File: config.mk
export PLATFORM = sky130hd
export DESIGN_NAME = scancode_to_keycode_translator
export DESIGN_NICKNAME = d
export VERILOG_FILES = /design/src/design/sc2kc_pkg.sv /design/src/design/scancode_to_keycode_translator.sv /design/src/design/sc2kc_ram.sv
export SDC_FILE = /design/constraint.sdc
export NUM_CORES = 2
export LEC_CHECK = 0
export ABC_AREA = 1
export BUFFER_PORTS_ARGS = -buffer_cell sky130_fd_sc_hd__buf_2
export CORE_ASPECT_RATIO = 0.6
export CORE_MARGIN = 3
export CORE_UTILIZATION = 45
export DETAILED_ROUTE_END_ITERATION = 6
export PLACE_DENSITY = 0.69
export SYNTH_ARGS = -nofsm -noshare
export SYNTH_HDL_FRONTEND = slang
export SYNTH_SLANG_ARGS = --single-unit
File: constraint.sdc
create_clock -name aclk -period 3.71 [get_ports aclk]
set_clock_uncertainty 0.05 [all_clocks]
set_input_delay 0.742 -clock aclk [delete_from_list [all_inputs] [get_ports aclk]]
set_output_delay 0.742 -clock aclk [all_outputs]
set_load 0.05 [all_outputs]
File: src/design/sc2kc_pkg.sv
// Shared types and constants for the scancode-to-keycode translator.
// No dependencies; used by scancode_to_keycode_translator.

package sc2kc_pkg;

    localparam int CODE_W     = 7;
    localparam int BYTE_W     = 8;
    localparam int OP_W       = 2;
    localparam int HIGH_DEPTH = 39;
    localparam int ESC_DEPTH  = 128;
    localparam int HIGH_IDX_W = $clog2(HIGH_DEPTH);

    typedef logic [OP_W-1:0]       opcode_t;
    typedef logic [BYTE_W-1:0]     byte_t;
    typedef logic [CODE_W-1:0]     code_t;
    typedef logic [HIGH_IDX_W-1:0] high_idx_t;

    // Opcodes
    localparam opcode_t OP_TRANSLATE = 2'd0;
    localparam opcode_t OP_WRITE     = 2'd1;
    localparam opcode_t OP_READ      = 2'd2;

    // Prefix tracker
    typedef enum logic [1:0] {
        PFX_NONE,
        PFX_E0,
        PFX_E1,
        PFX_E1_1D
    } prefix_t;

    // Special bytes and codes
    localparam byte_t BYTE_E0    = 8'he0;
    localparam byte_t BYTE_E1    = 8'he1;
    localparam byte_t BYTE_CLR0  = 8'h00;
    localparam byte_t BYTE_CLRFF = 8'hff;
    localparam code_t CODE_1D    = 7'h1d;
    localparam code_t CODE_45    = 7'h45;
    localparam code_t CODE_LSHFT = 7'h2a;
    localparam code_t CODE_RSHFT = 7'h36;
    localparam code_t HIGH_BASE  = 7'd89;
    localparam code_t PAUSE_KEY  = 7'd119;

    // Power-on contents of the high-code map (codes 89..127)
    localparam code_t HIGH_DEFAULT [HIGH_DEPTH] = '{
        7'd124, 7'd125, 7'd126, 7'd127, 7'd0,   7'd0,   7'd0,
        7'd0,   7'd0,   7'd0,   7'd0,   7'd0,   7'd0,   7'd0,   7'd0,
        7'd0,   7'd0,   7'd0,   7'd0,   7'd0,   7'd122, 7'd0,   7'd123,
        7'd0,   7'd0,   7'd0,   7'd89,  7'd120, 7'd0,   7'd0,   7'd90,
        7'd91,  7'd92,  7'd93,  7'd94,
        7'd95,  7'd124, 7'd121, 7'd0
    };

    // Power-on contents of the E0-escaped map
    localparam code_t ESC_DEFAULT [ESC_DEPTH] = '{
        7'd0,   7'd0,   7'd0,   7'd0,   7'd0,   7'd0,   7'd0,   7'd0,
        7'd0,   7'd0,   7'd0,   7'd0,   7'd0,   7'd0,   7'd0,   7'd0,
        7'd0,   7'd0,   7'd0,   7'd0,   7'd0,   7'd0,   7'd0,   7'd0,
        7'd0,   7'd0,   7'd0,   7'd0,   7'd96,  7'd97,  7'd0,   7'd0,
        7'd0,   7'd0,   7'd0,   7'd0,   7'd0,   7'd0,   7'd0,   7'd0,
        7'd0,   7'd0,   7'd0,   7'd0,   7'd0,   7'd0,   7'd0,   7'd0,
        7'd0,   7'd0,   7'd0,   7'd0,   7'd0,   7'd98,  7'd0,   7'd99,
        7'd100, 7'd0,   7'd0,   7'd0,   7'd0,   7'd113, 7'd114, 7'd115,
        7'd116, 7'd117, 7'd0,   7'd0,   7'd0,   7'd0,   7'd101, 7'd102,
        7'd103, 7'd104, 7'd0,   7'd105, 7'd124, 7'd106, 7'd118, 7'd107,
        7'd108, 7'd109, 7'd110, 7'd111, 7'd0,   7'd0,   7'd0,   7'd0,
        7'd0,   7'd0,   7'd0,   7'd125, 7'd126, 7'd127, 7'd0,   7'd0,
        7'd0,   7'd0,   7'd0,   7'd0,   7'd0,   7'd0,   7'd0,   7'd0,
        7'd0,   7'd0,   7'd0,   7'd0,   7'd0,   7'd0,   7'd0,   7'd112,
        7'd0,   7'd0,   7'd0,   7'd0,   7'd0,   7'd0,   7'd0,   7'd0,
        7'd0,   7'd0,   7'd0,   7'd0,   7'd0,   7'd0,   7'd0,   7'd0
    };

endpackage

File: src/design/scancode_to_keycode_translator.sv
// Top level of the PC/AT set 1 scancode-to-keycode translator.
// Depends on sc2kc_pkg and sc2kc_ram.

// Translates raw set 1 scan bytes into 7-bit keycodes and lets software
// rewrite or read back the two remap tables. Every input transaction gives
// exactly one result transaction. The block takes one transaction per clock
// while m_tready does not hold back the result register. The remap RAMs
// (one read port each) are read while the input is registered into stage 1;
// then prefix state and table data are resolved from stage 1 into the
// result register. Prefix bytes E0 and E1 arm the prefix tracker; 00 and FF
// clear it; E0 codes go through the escaped map (fake shifts 2A/36 are
// swallowed); unprefixed codes 89..127 go through the high-code map; lower
// codes pass through; E1 1D 45 gives Pause (119). A zero map entry means no
// key. Map writes (opcode 1) and reads (opcode 2) take scancode 89..127 for
// the high map and 128..255 for the escaped map; a scancode below 89 is
// refused with status 1. Both maps come out of reset holding their default
// tables at once: per-entry valid bits select the constant default until an
// entry is written, so no clearing pass is needed.

module scancode_to_keycode_translator (
    input  logic        aclk,
    input  logic        aresetn,

    input  logic        s_tvalid,
    output logic        s_tready,
    input  logic [15:0] s_tdata,   // [7:0] scan_byte, [14:8] new_keycode, [15] zero
    input  logic [1:0]  s_tuser,   // [1:0] opcode

    output logic        m_tvalid,
    input  logic        m_tready,
    output logic [7:0]  m_tdata,   // [6:0] keycode, [7] status
    output logic        m_tuser    // [0] key_valid
);

    // ------------------------------------------------------------------
    // Handshake: stage 1 holds the accepted transaction and its RAM data,
    // the result register feeds the master side.
    // ------------------------------------------------------------------
    logic s_accept;
    logic advance;
    logic s1_fire;
    logic s1_valid_reg;
    logic m_tvalid_reg;

    assign advance  = !m_tvalid_reg || m_tready;
    assign s_tready = !s1_valid_reg || advance;
    assign s_accept = s_tvalid && s_tready;
    assign s1_fire  = s1_valid_reg && advance;

    // ------------------------------------------------------------------
    // Input decode; table writes land at accept time so the next
    // transaction's read already sees them.
    // ------------------------------------------------------------------
    sc2kc_pkg::opcode_t   in_op;
    sc2kc_pkg::byte_t     in_byte;
    sc2kc_pkg::code_t     in_nk;
    sc2kc_pkg::code_t     in_code;
    sc2kc_pkg::code_t     in_high_diff;
    sc2kc_pkg::high_idx_t in_high_idx;
    logic                 in_high_hit;
    logic                 esc_we;
    logic                 high_we;

    assign in_op        = s_tuser;
    assign in_byte      = s_tdata[7:0];
    assign in_nk        = s_tdata[14:8];
    assign in_code      = in_byte[6:0];
    assign in_high_hit  = (in_code >= sc2kc_pkg::HIGH_BASE);
    assign in_high_diff = in_code - sc2kc_pkg::HIGH_BASE;
    assign in_high_idx  = in_high_hit ? in_high_diff[sc2kc_pkg::HIGH_IDX_W-1:0] : '0;

    assign esc_we  = s_accept && (in_op == sc2kc_pkg::OP_WRITE) && in_byte[7];
    assign high_we = s_accept && (in_op == sc2kc_pkg::OP_WRITE) && !in_byte[7]
                     && in_high_hit;

    sc2kc_pkg::code_t esc_rdata;
    sc2kc_pkg::code_t high_rdata;

    sc2kc_ram #(
        .WIDTH (sc2kc_pkg::CODE_W),
        .DEPTH (sc2kc_pkg::ESC_DEPTH)
    ) u_esc_ram (
        .aclk  (aclk),
        .we    (esc_we),
        .waddr (in_code),
        .wdata (in_nk),
        .re    (s_accept),
        .raddr (in_code),
        .rdata (esc_rdata)
    );

    sc2kc_ram #(
        .WIDTH (sc2kc_pkg::CODE_W),
        .DEPTH (sc2kc_pkg::HIGH_DEPTH)
    ) u_high_ram (
        .aclk  (aclk),
        .we    (high_we),
        .waddr (in_high_idx),
        .wdata (in_nk),
        .re    (s_accept),
        .raddr (in_high_idx),
        .rdata (high_rdata)
    );

    // Written-entry flags: a clear flag means the entry still holds its default.
    logic [sc2kc_pkg::ESC_DEPTH-1:0]  esc_vld_reg;
    logic [sc2kc_pkg::HIGH_DEPTH-1:0] high_vld_reg;
    logic                             esc_v_reg;
    logic                             high_v_reg;

    always_ff @(posedge aclk) begin
        if (!aresetn) begin
            esc_vld_reg  <= '0;
            high_vld_reg <= '0;
        end else begin
            if (esc_we) begin
                esc_vld_reg[in_code] <= 1'b1;
            end
            if (high_we) begin
                high_vld_reg[in_high_idx] <= 1'b1;
            end
        end
    end

    // ------------------------------------------------------------------
    // Stage 1 register
    // ------------------------------------------------------------------
    sc2kc_pkg::opcode_t s1_op_reg;
    sc2kc_pkg::byte_t   s1_byte_reg;

    always_ff @(posedge aclk) begin
        if (!aresetn) begin
            s1_valid_reg <= 1'b0;
        end else if (s_accept) begin
            s1_valid_reg <= 1'b1;
        end else if (advance) begin
            s1_valid_reg <= 1'b0;
        end
    end

    always_ff @(posedge aclk) begin
        if (s_accept) begin
            s1_op_reg   <= in_op;
            s1_byte_reg <= in_byte;
            esc_v_reg   <= esc_vld_reg[in_code];
            high_v_reg  <= in_high_hit && high_vld_reg[in_high_idx];
        end
    end

    // ------------------------------------------------------------------
    // Stage 1 resolve: merge RAM data with defaults
    // ------------------------------------------------------------------
    sc2kc_pkg::code_t     s1_code;
    sc2kc_pkg::code_t     s1_high_diff;
    sc2kc_pkg::high_idx_t s1_high_idx;
    logic                 s1_high_hit;
    sc2kc_pkg::code_t     esc_val;
    sc2kc_pkg::code_t     high_val;

    assign s1_code      = s1_byte_reg[6:0];
    assign s1_high_hit  = (s1_code >= sc2kc_pkg::HIGH_BASE);
    assign s1_high_diff = s1_code - sc2kc_pkg::HIGH_BASE;
    assign s1_high_idx  = s1_high_hit ? s1_high_diff[sc2kc_pkg::HIGH_IDX_W-1:0] : '0;

    assign esc_val  = esc_v_reg ? esc_rdata : sc2kc_pkg::ESC_DEFAULT[s1_code];
    assign high_val = high_v_reg ? high_rdata : sc2kc_pkg::HIGH_DEFAULT[s1_high_idx];

    // ------------------------------------------------------------------
    // Prefix tracker: next state
    // ------------------------------------------------------------------
    sc2kc_pkg::prefix_t prefix_reg;
    sc2kc_pkg::prefix_t prefix_next;

    always_comb begin
        prefix_next = prefix_reg;
        if (s1_fire && (s1_op_reg == sc2kc_pkg::OP_TRANSLATE)) begin
            if (s1_byte_reg == sc2kc_pkg::BYTE_E0) begin
                prefix_next = sc2kc_pkg::PFX_E0;
            end else if (s1_byte_reg == sc2kc_pkg::BYTE_E1) begin
                prefix_next = sc2kc_pkg::PFX_E1;
            end else begin
                case (prefix_reg)
                    sc2kc_pkg::PFX_E1: begin
                        if ((s1_code == sc2kc_pkg::CODE_1D)
                            && (s1_byte_reg != sc2kc_pkg::BYTE_CLRFF)) begin
                            prefix_next = sc2kc_pkg::PFX_E1_1D;
                        end else begin
                            prefix_next = sc2kc_pkg::PFX_NONE;
                        end
                    end
                    default: begin
                        prefix_next = sc2kc_pkg::PFX_NONE;
                    end
                endcase
            end
        end
    end

    always_ff @(posedge aclk) begin
        if (!aresetn) begin
            prefix_reg <= sc2kc_pkg::PFX_NONE;
        end else begin
            prefix_reg <= prefix_next;
        end
    end

    // ------------------------------------------------------------------
    // Result of the stage 1 transaction
    // ------------------------------------------------------------------
    logic             res_key_valid;
    sc2kc_pkg::code_t res_keycode;
    logic             res_status;
    logic             map_refused;

    // Table access below scancode 89 has no entry behind it
    assign map_refused = !s1_byte_reg[7] && !s1_high_hit;

    always_comb begin
        res_key_valid = 1'b0;
        res_keycode   = '0;
        res_status    = 1'b0;
        case (s1_op_reg)
            sc2kc_pkg::OP_TRANSLATE: begin
                if (s1_byte_reg inside {sc2kc_pkg::BYTE_E0, sc2kc_pkg::BYTE_E1,
                                        sc2kc_pkg::BYTE_CLR0, sc2kc_pkg::BYTE_CLRFF}) begin
                    res_key_valid = 1'b0;
                end else begin
                    case (prefix_reg)
                        sc2kc_pkg::PFX_E0: begin
                            if (!(s1_code inside {sc2kc_pkg::CODE_LSHFT,
                                                  sc2kc_pkg::CODE_RSHFT})) begin
                                res_key_valid = |esc_val;
                                res_keycode   = esc_val;
                            end
                        end
                        sc2kc_pkg::PFX_E1_1D: begin
                            if (s1_code == sc2kc_pkg::CODE_45) begin
                                res_key_valid = 1'b1;
                                res_keycode   = sc2kc_pkg::PAUSE_KEY;
                            end
                        end
                        sc2kc_pkg::PFX_NONE: begin
                            if (s1_high_hit) begin
                                res_key_valid = |high_val;
                                res_keycode   = high_val;
                            end else begin
                                res_key_valid = 1'b1;
                                res_keycode   = s1_code;
                            end
                        end
                        default: begin
                            res_key_valid = 1'b0;   // broken E1 sequence
                        end
                    endcase
                end
            end
            sc2kc_pkg::OP_WRITE: begin
                res_status = map_refused;
            end
            sc2kc_pkg::OP_READ: begin
                res_status = map_refused;
                if (!map_refused) begin
                    res_keycode = s1_byte_reg[7] ? esc_val : high_val;
                end
            end
            default: begin
                res_status = 1'b0;
            end
        endcase
    end

    // ------------------------------------------------------------------
    // Result register
    // ------------------------------------------------------------------
    logic             m_key_valid_reg;
    sc2kc_pkg::code_t m_keycode_reg;
    logic             m_status_reg;

    always_ff @(posedge aclk) begin
        if (!aresetn) begin
            m_tvalid_reg <= 1'b0;
        end else if (advance) begin
            m_tvalid_reg <= s1_valid_reg;
        end
    end

    always_ff @(posedge aclk) begin
        if (s1_fire) begin
            m_key_valid_reg <= res_key_valid;
            m_keycode_reg   <= res_keycode;
            m_status_reg    <= res_status;
        end
    end

    assign m_tvalid = m_tvalid_reg;
    assign m_tdata  = {m_status_reg, m_keycode_reg};
    assign m_tuser  = m_key_valid_reg;

endmodule

File: src/design/sc2kc_ram.sv
// Generic single-write, single-read RAM with registered read data.
// No dependencies.

module sc2kc_ram #(
    parameter int WIDTH = 8,
    parameter int DEPTH = 16
) (
    input  logic                     aclk,
    input  logic                     we,
    input  logic [$clog2(DEPTH)-1:0] waddr,
    input  logic [WIDTH-1:0]         wdata,
    input  logic                     re,
    input  logic [$clog2(DEPTH)-1:0] raddr,
    output logic [WIDTH-1:0]         rdata
);

    logic [WIDTH-1:0] mem [DEPTH];
    logic [WIDTH-1:0] rdata_reg;

    always_ff @(posedge aclk) begin
        if (we) begin
            mem[waddr] <= wdata;
        end
        if (re) begin
            rdata_reg <= mem[raddr];
        end
    end

    assign rdata = rdata_reg;

endmodule
==> results.py <==
metrics = {
    "cts": {
        "cts_buffers": 114,
        "cts_tree": "built",
        "clk_latency_ns": 0.76,
        "cts.sinks": 1375,
        "cts_root_buffer": "clkbuf_16",
        "clk_pin_slew_ns": 0.07,
        "cts-hold-fix-buffers": 0,
        "htreeDepth": 3,
        "cts_buffer_depth": 3,
    },
    "floorplanning": {
        "io_pins": 33,
        "dieArea_um2": 123000,
        "coreArea_um2": 117000,
        "die_w_um": 450,
        "rows": 97,
        "die_y_um": 272,
        "initial_core_util": 0.455,
    },
    "drt": {
        "drt-wirelength-per-cell_um": 25.0,
        "wl_um": 156000,
        "drtIter0Drc": 5524,
        "vias_per_cell": 5.81,
        "route.vias.total": 36320,
        "firstDrtPassIters": 6,
        "drtAntennaViolNets": 0,
        "drc": 0,
    },
    "sta": {
        "fin_setup_tns_ns": 0,
        "finalCritPeriodShare": 0.921,
        "max_freq_ghz": 0.293,
        "timing.hold.ws_ns": 0.140,
        "slew_viol_final": 0,
        "setup_viol_count_final": 0,
        "period_needed_ns": 3.42,
        "rsz0062_at_grt": "false",
        "setup_ws_ns": 0.293,
        "hold_violations": 0,
        "slew_headroom": 0.248,
        "worstMarginPinSlew_ns": 1.13,
    },
    "synthesis": {
        "synth.ff_latch_count": 1375,
        "synth.net_count": 4281,
        "synth_area_um2": 53200,
        "syn_area_per_cell_um2": 12.5,
        "syn_inst": 4243,
        "async_reset_ff_frac": 0,
        "ys.flop_type": "edfxtp_1",
        "netlist.area_leader.share": 0.680,
        "synth_edf_count": 1204,
        "synth_area_leaders": "edfxtp_1 (68%), nand2_1 (6.7%), dfxtp_1 (6.4%)",
        "yosysSeqAreaShare": 0.744,
        "synth_top_area_cell": "edfxtp_1",
        "ys_types": 50,
        "synth_warnings": 0,
    },
    "global_route": {
        "grt_busiest_layer": "met1",
        "antenna_found_initial": 6,
        "met2_usage": 0.322,
        "grt_overflow": 0,
        "met3_usage": 0.0969,
        "grt_pass1_wl_um": 227000,
        "grtUsageTotal": 0.250,
        "grt_start_max_net_pins": 168,
        "grt_use_met1": 0.392,
        "first_global_vias": 33421,
    },
    "cells_and_area": {
        "mostFrequentLayoutCells": "edfxtp_1 (1204), nand2_1 (951), nor2_1 (648), buf_4 (326), a22oi_1 (175)",
        "n_fill_cell": 9697,
        "nets": 4600,
        "areaGrowthSynthToFinish_pct": 15.8,
        "final_util": 0.527,
        "multi_input_area_um2": 12100,
        "final_common_cell": "edfxtp_1",
        "drive_gt1_frac": 0.137,
        "area.sequential_um2": 39600,
        "largest_reg_flops": 896,
    },
    "worst_setup_path": {
        "crit_path_start_kind": "flop",
        "crit_arrival_ns": 3.81,
        "cp-end-kind": "flop",
        "required_ns": 4.11,
        "critPathMaxFanout": 8,
        "path_class": "reg -> reg",
    },
    "flow_run": {
        "max-cap-violations": 0,
    },
    "placed_design": {
        "hpwl_um": 102000,
        "preCtsSetupSlack_ns": 0.0261,
        "finalWeightedCongestion": 0.988,
        "port_buffers": 31,
    },
    "run_status": {
        "status": "complete, no violations",
    },
    "power": {
        "power_density_nw_per_um2": 511,
        "p_leak_uw": 0.0215,
        "irDropWorstVdd_v": 0.000420,
    },
    "worst_hold_path": {
        "hold_class": "in -> reg",
    },
}
==> synthesized netlist by cell type, types with 3 or more instances <==
cell / count
a21boi_0: 3
a21o_1: 3
a21oi_1: 82
a221oi_1: 94
a22o_1: 35
a22oi_1: 175
a31oi_1: 4
a41oi_1: 3
and2_1: 3
and3_1: 10
buf_1: 29
buf_2: 50
buf_4: 11
clkbuf_1: 93
dfxtp_1: 171
edfxtp_1: 1204
ha_1: 16
inv_1: 164
inv_2: 29
nand2_1: 952
nand2_2: 10
nand2_4: 4
nand3_1: 78
nand3_2: 3
nand3b_1: 3
nand4_1: 140
nor2_1: 650
nor2_2: 4
nor2_4: 7
nor3_1: 16
nor4_1: 5
o2111ai_1: 14
o211ai_1: 14
o21ai_0: 97
o21ai_1: 13
o21bai_1: 4
o22ai_1: 5
o2bb2ai_1: 20
o31ai_1: 5
or2_2: 7
xor2_1: 3
==> final cells by class <==
cell class                 instances  area share
antenna                            3    0.000122
clock buffer                     149      0.0499
clock inverter                    68      0.0141
inverter                         194      0.0122
multi-input combinational       2490       0.197
sequential                      1375       0.642
tap                             1584      0.0322
timing repair buffer             387      0.0527
==> per-stage QoR <==
step | instances | total power [µW] | instance area [µm²]
floorplan | 4243 | 18000 | 53200
global placement | 6030 | 19000 | 57700
detailed placement | 6030 | 19000 | 57700
CTS | 6247 | 31500 | 61600
global route | 6249 | 32300 | 61600
finish | 6250 | 31500 | 61600
==> metal layers <==
| layer | share of wire | vias up |
|---|---|---|
| li1 | - | 15887 |
| met1 | 0.43 | 17812 |
| met2 | 0.39 | 2408 |
| met3 | 0.16 | 211 |
| met4 | 0.018 | 2 |
| met5 | 0.000083 | - |
==> critical path, stage by stage (launching register included) <==
cell     delay (ns)
dfxtp_1        0.32
nand3_1        0.12
nand2_1        0.09
inv_1          0.17
nand2_1        0.08
nor2_1         0.24
nand2_1        0.40
buf_4          0.30
inv_1          0.42
nand2_1        0.33
nor2_1         0.36
buf_4          0.23
==> power by group <==
| group | internal, µW | switching [µW] | total (µW) |
|---|---|---|---|
| Combinational | 471 | 1380 | 1850 |
| Clock | 7090 | 5670 | 12800 |
| Sequential | 16800 | 33.3 | 16900 |
==> timing repair <==
action,in CTS,in global routing
resized for setup,0,1
setup buffers,0,0
endpoints found under the setup margin,0,1
==> logic make-up after synthesis <==
family / Yosys count / share of synthesized area
adders and majority gates: 16 / 0.00376
buffers and inverters: 378 / 0.0288
DFF: 1375 / 0.744
xor gates and xnor gates: 3 / 0.000494
AOI/OAI and AO/OA: 576 / 0.0760
and+or+nand+nor: 1895 / 0.147
==> final timing paths <==
| kind | start | end | slack [ns] | cells after the start |
|---|---|---|---|---|
| max | m_tvalid | u_esc_ram.mem[54][3] | 0.29 | 11 |
| min | s_tuser[0] | s1_op_reg[0] | 0.14 | 1 |
| max reg2reg | m_tvalid | u_esc_ram.mem[54][3] | 0.29 | 11 |
| min reg2reg | esc_vld_reg[46] | esc_vld_reg[46] | 0.42 | 2 |
No activity file was read; power rests on OpenSTA's default activity.
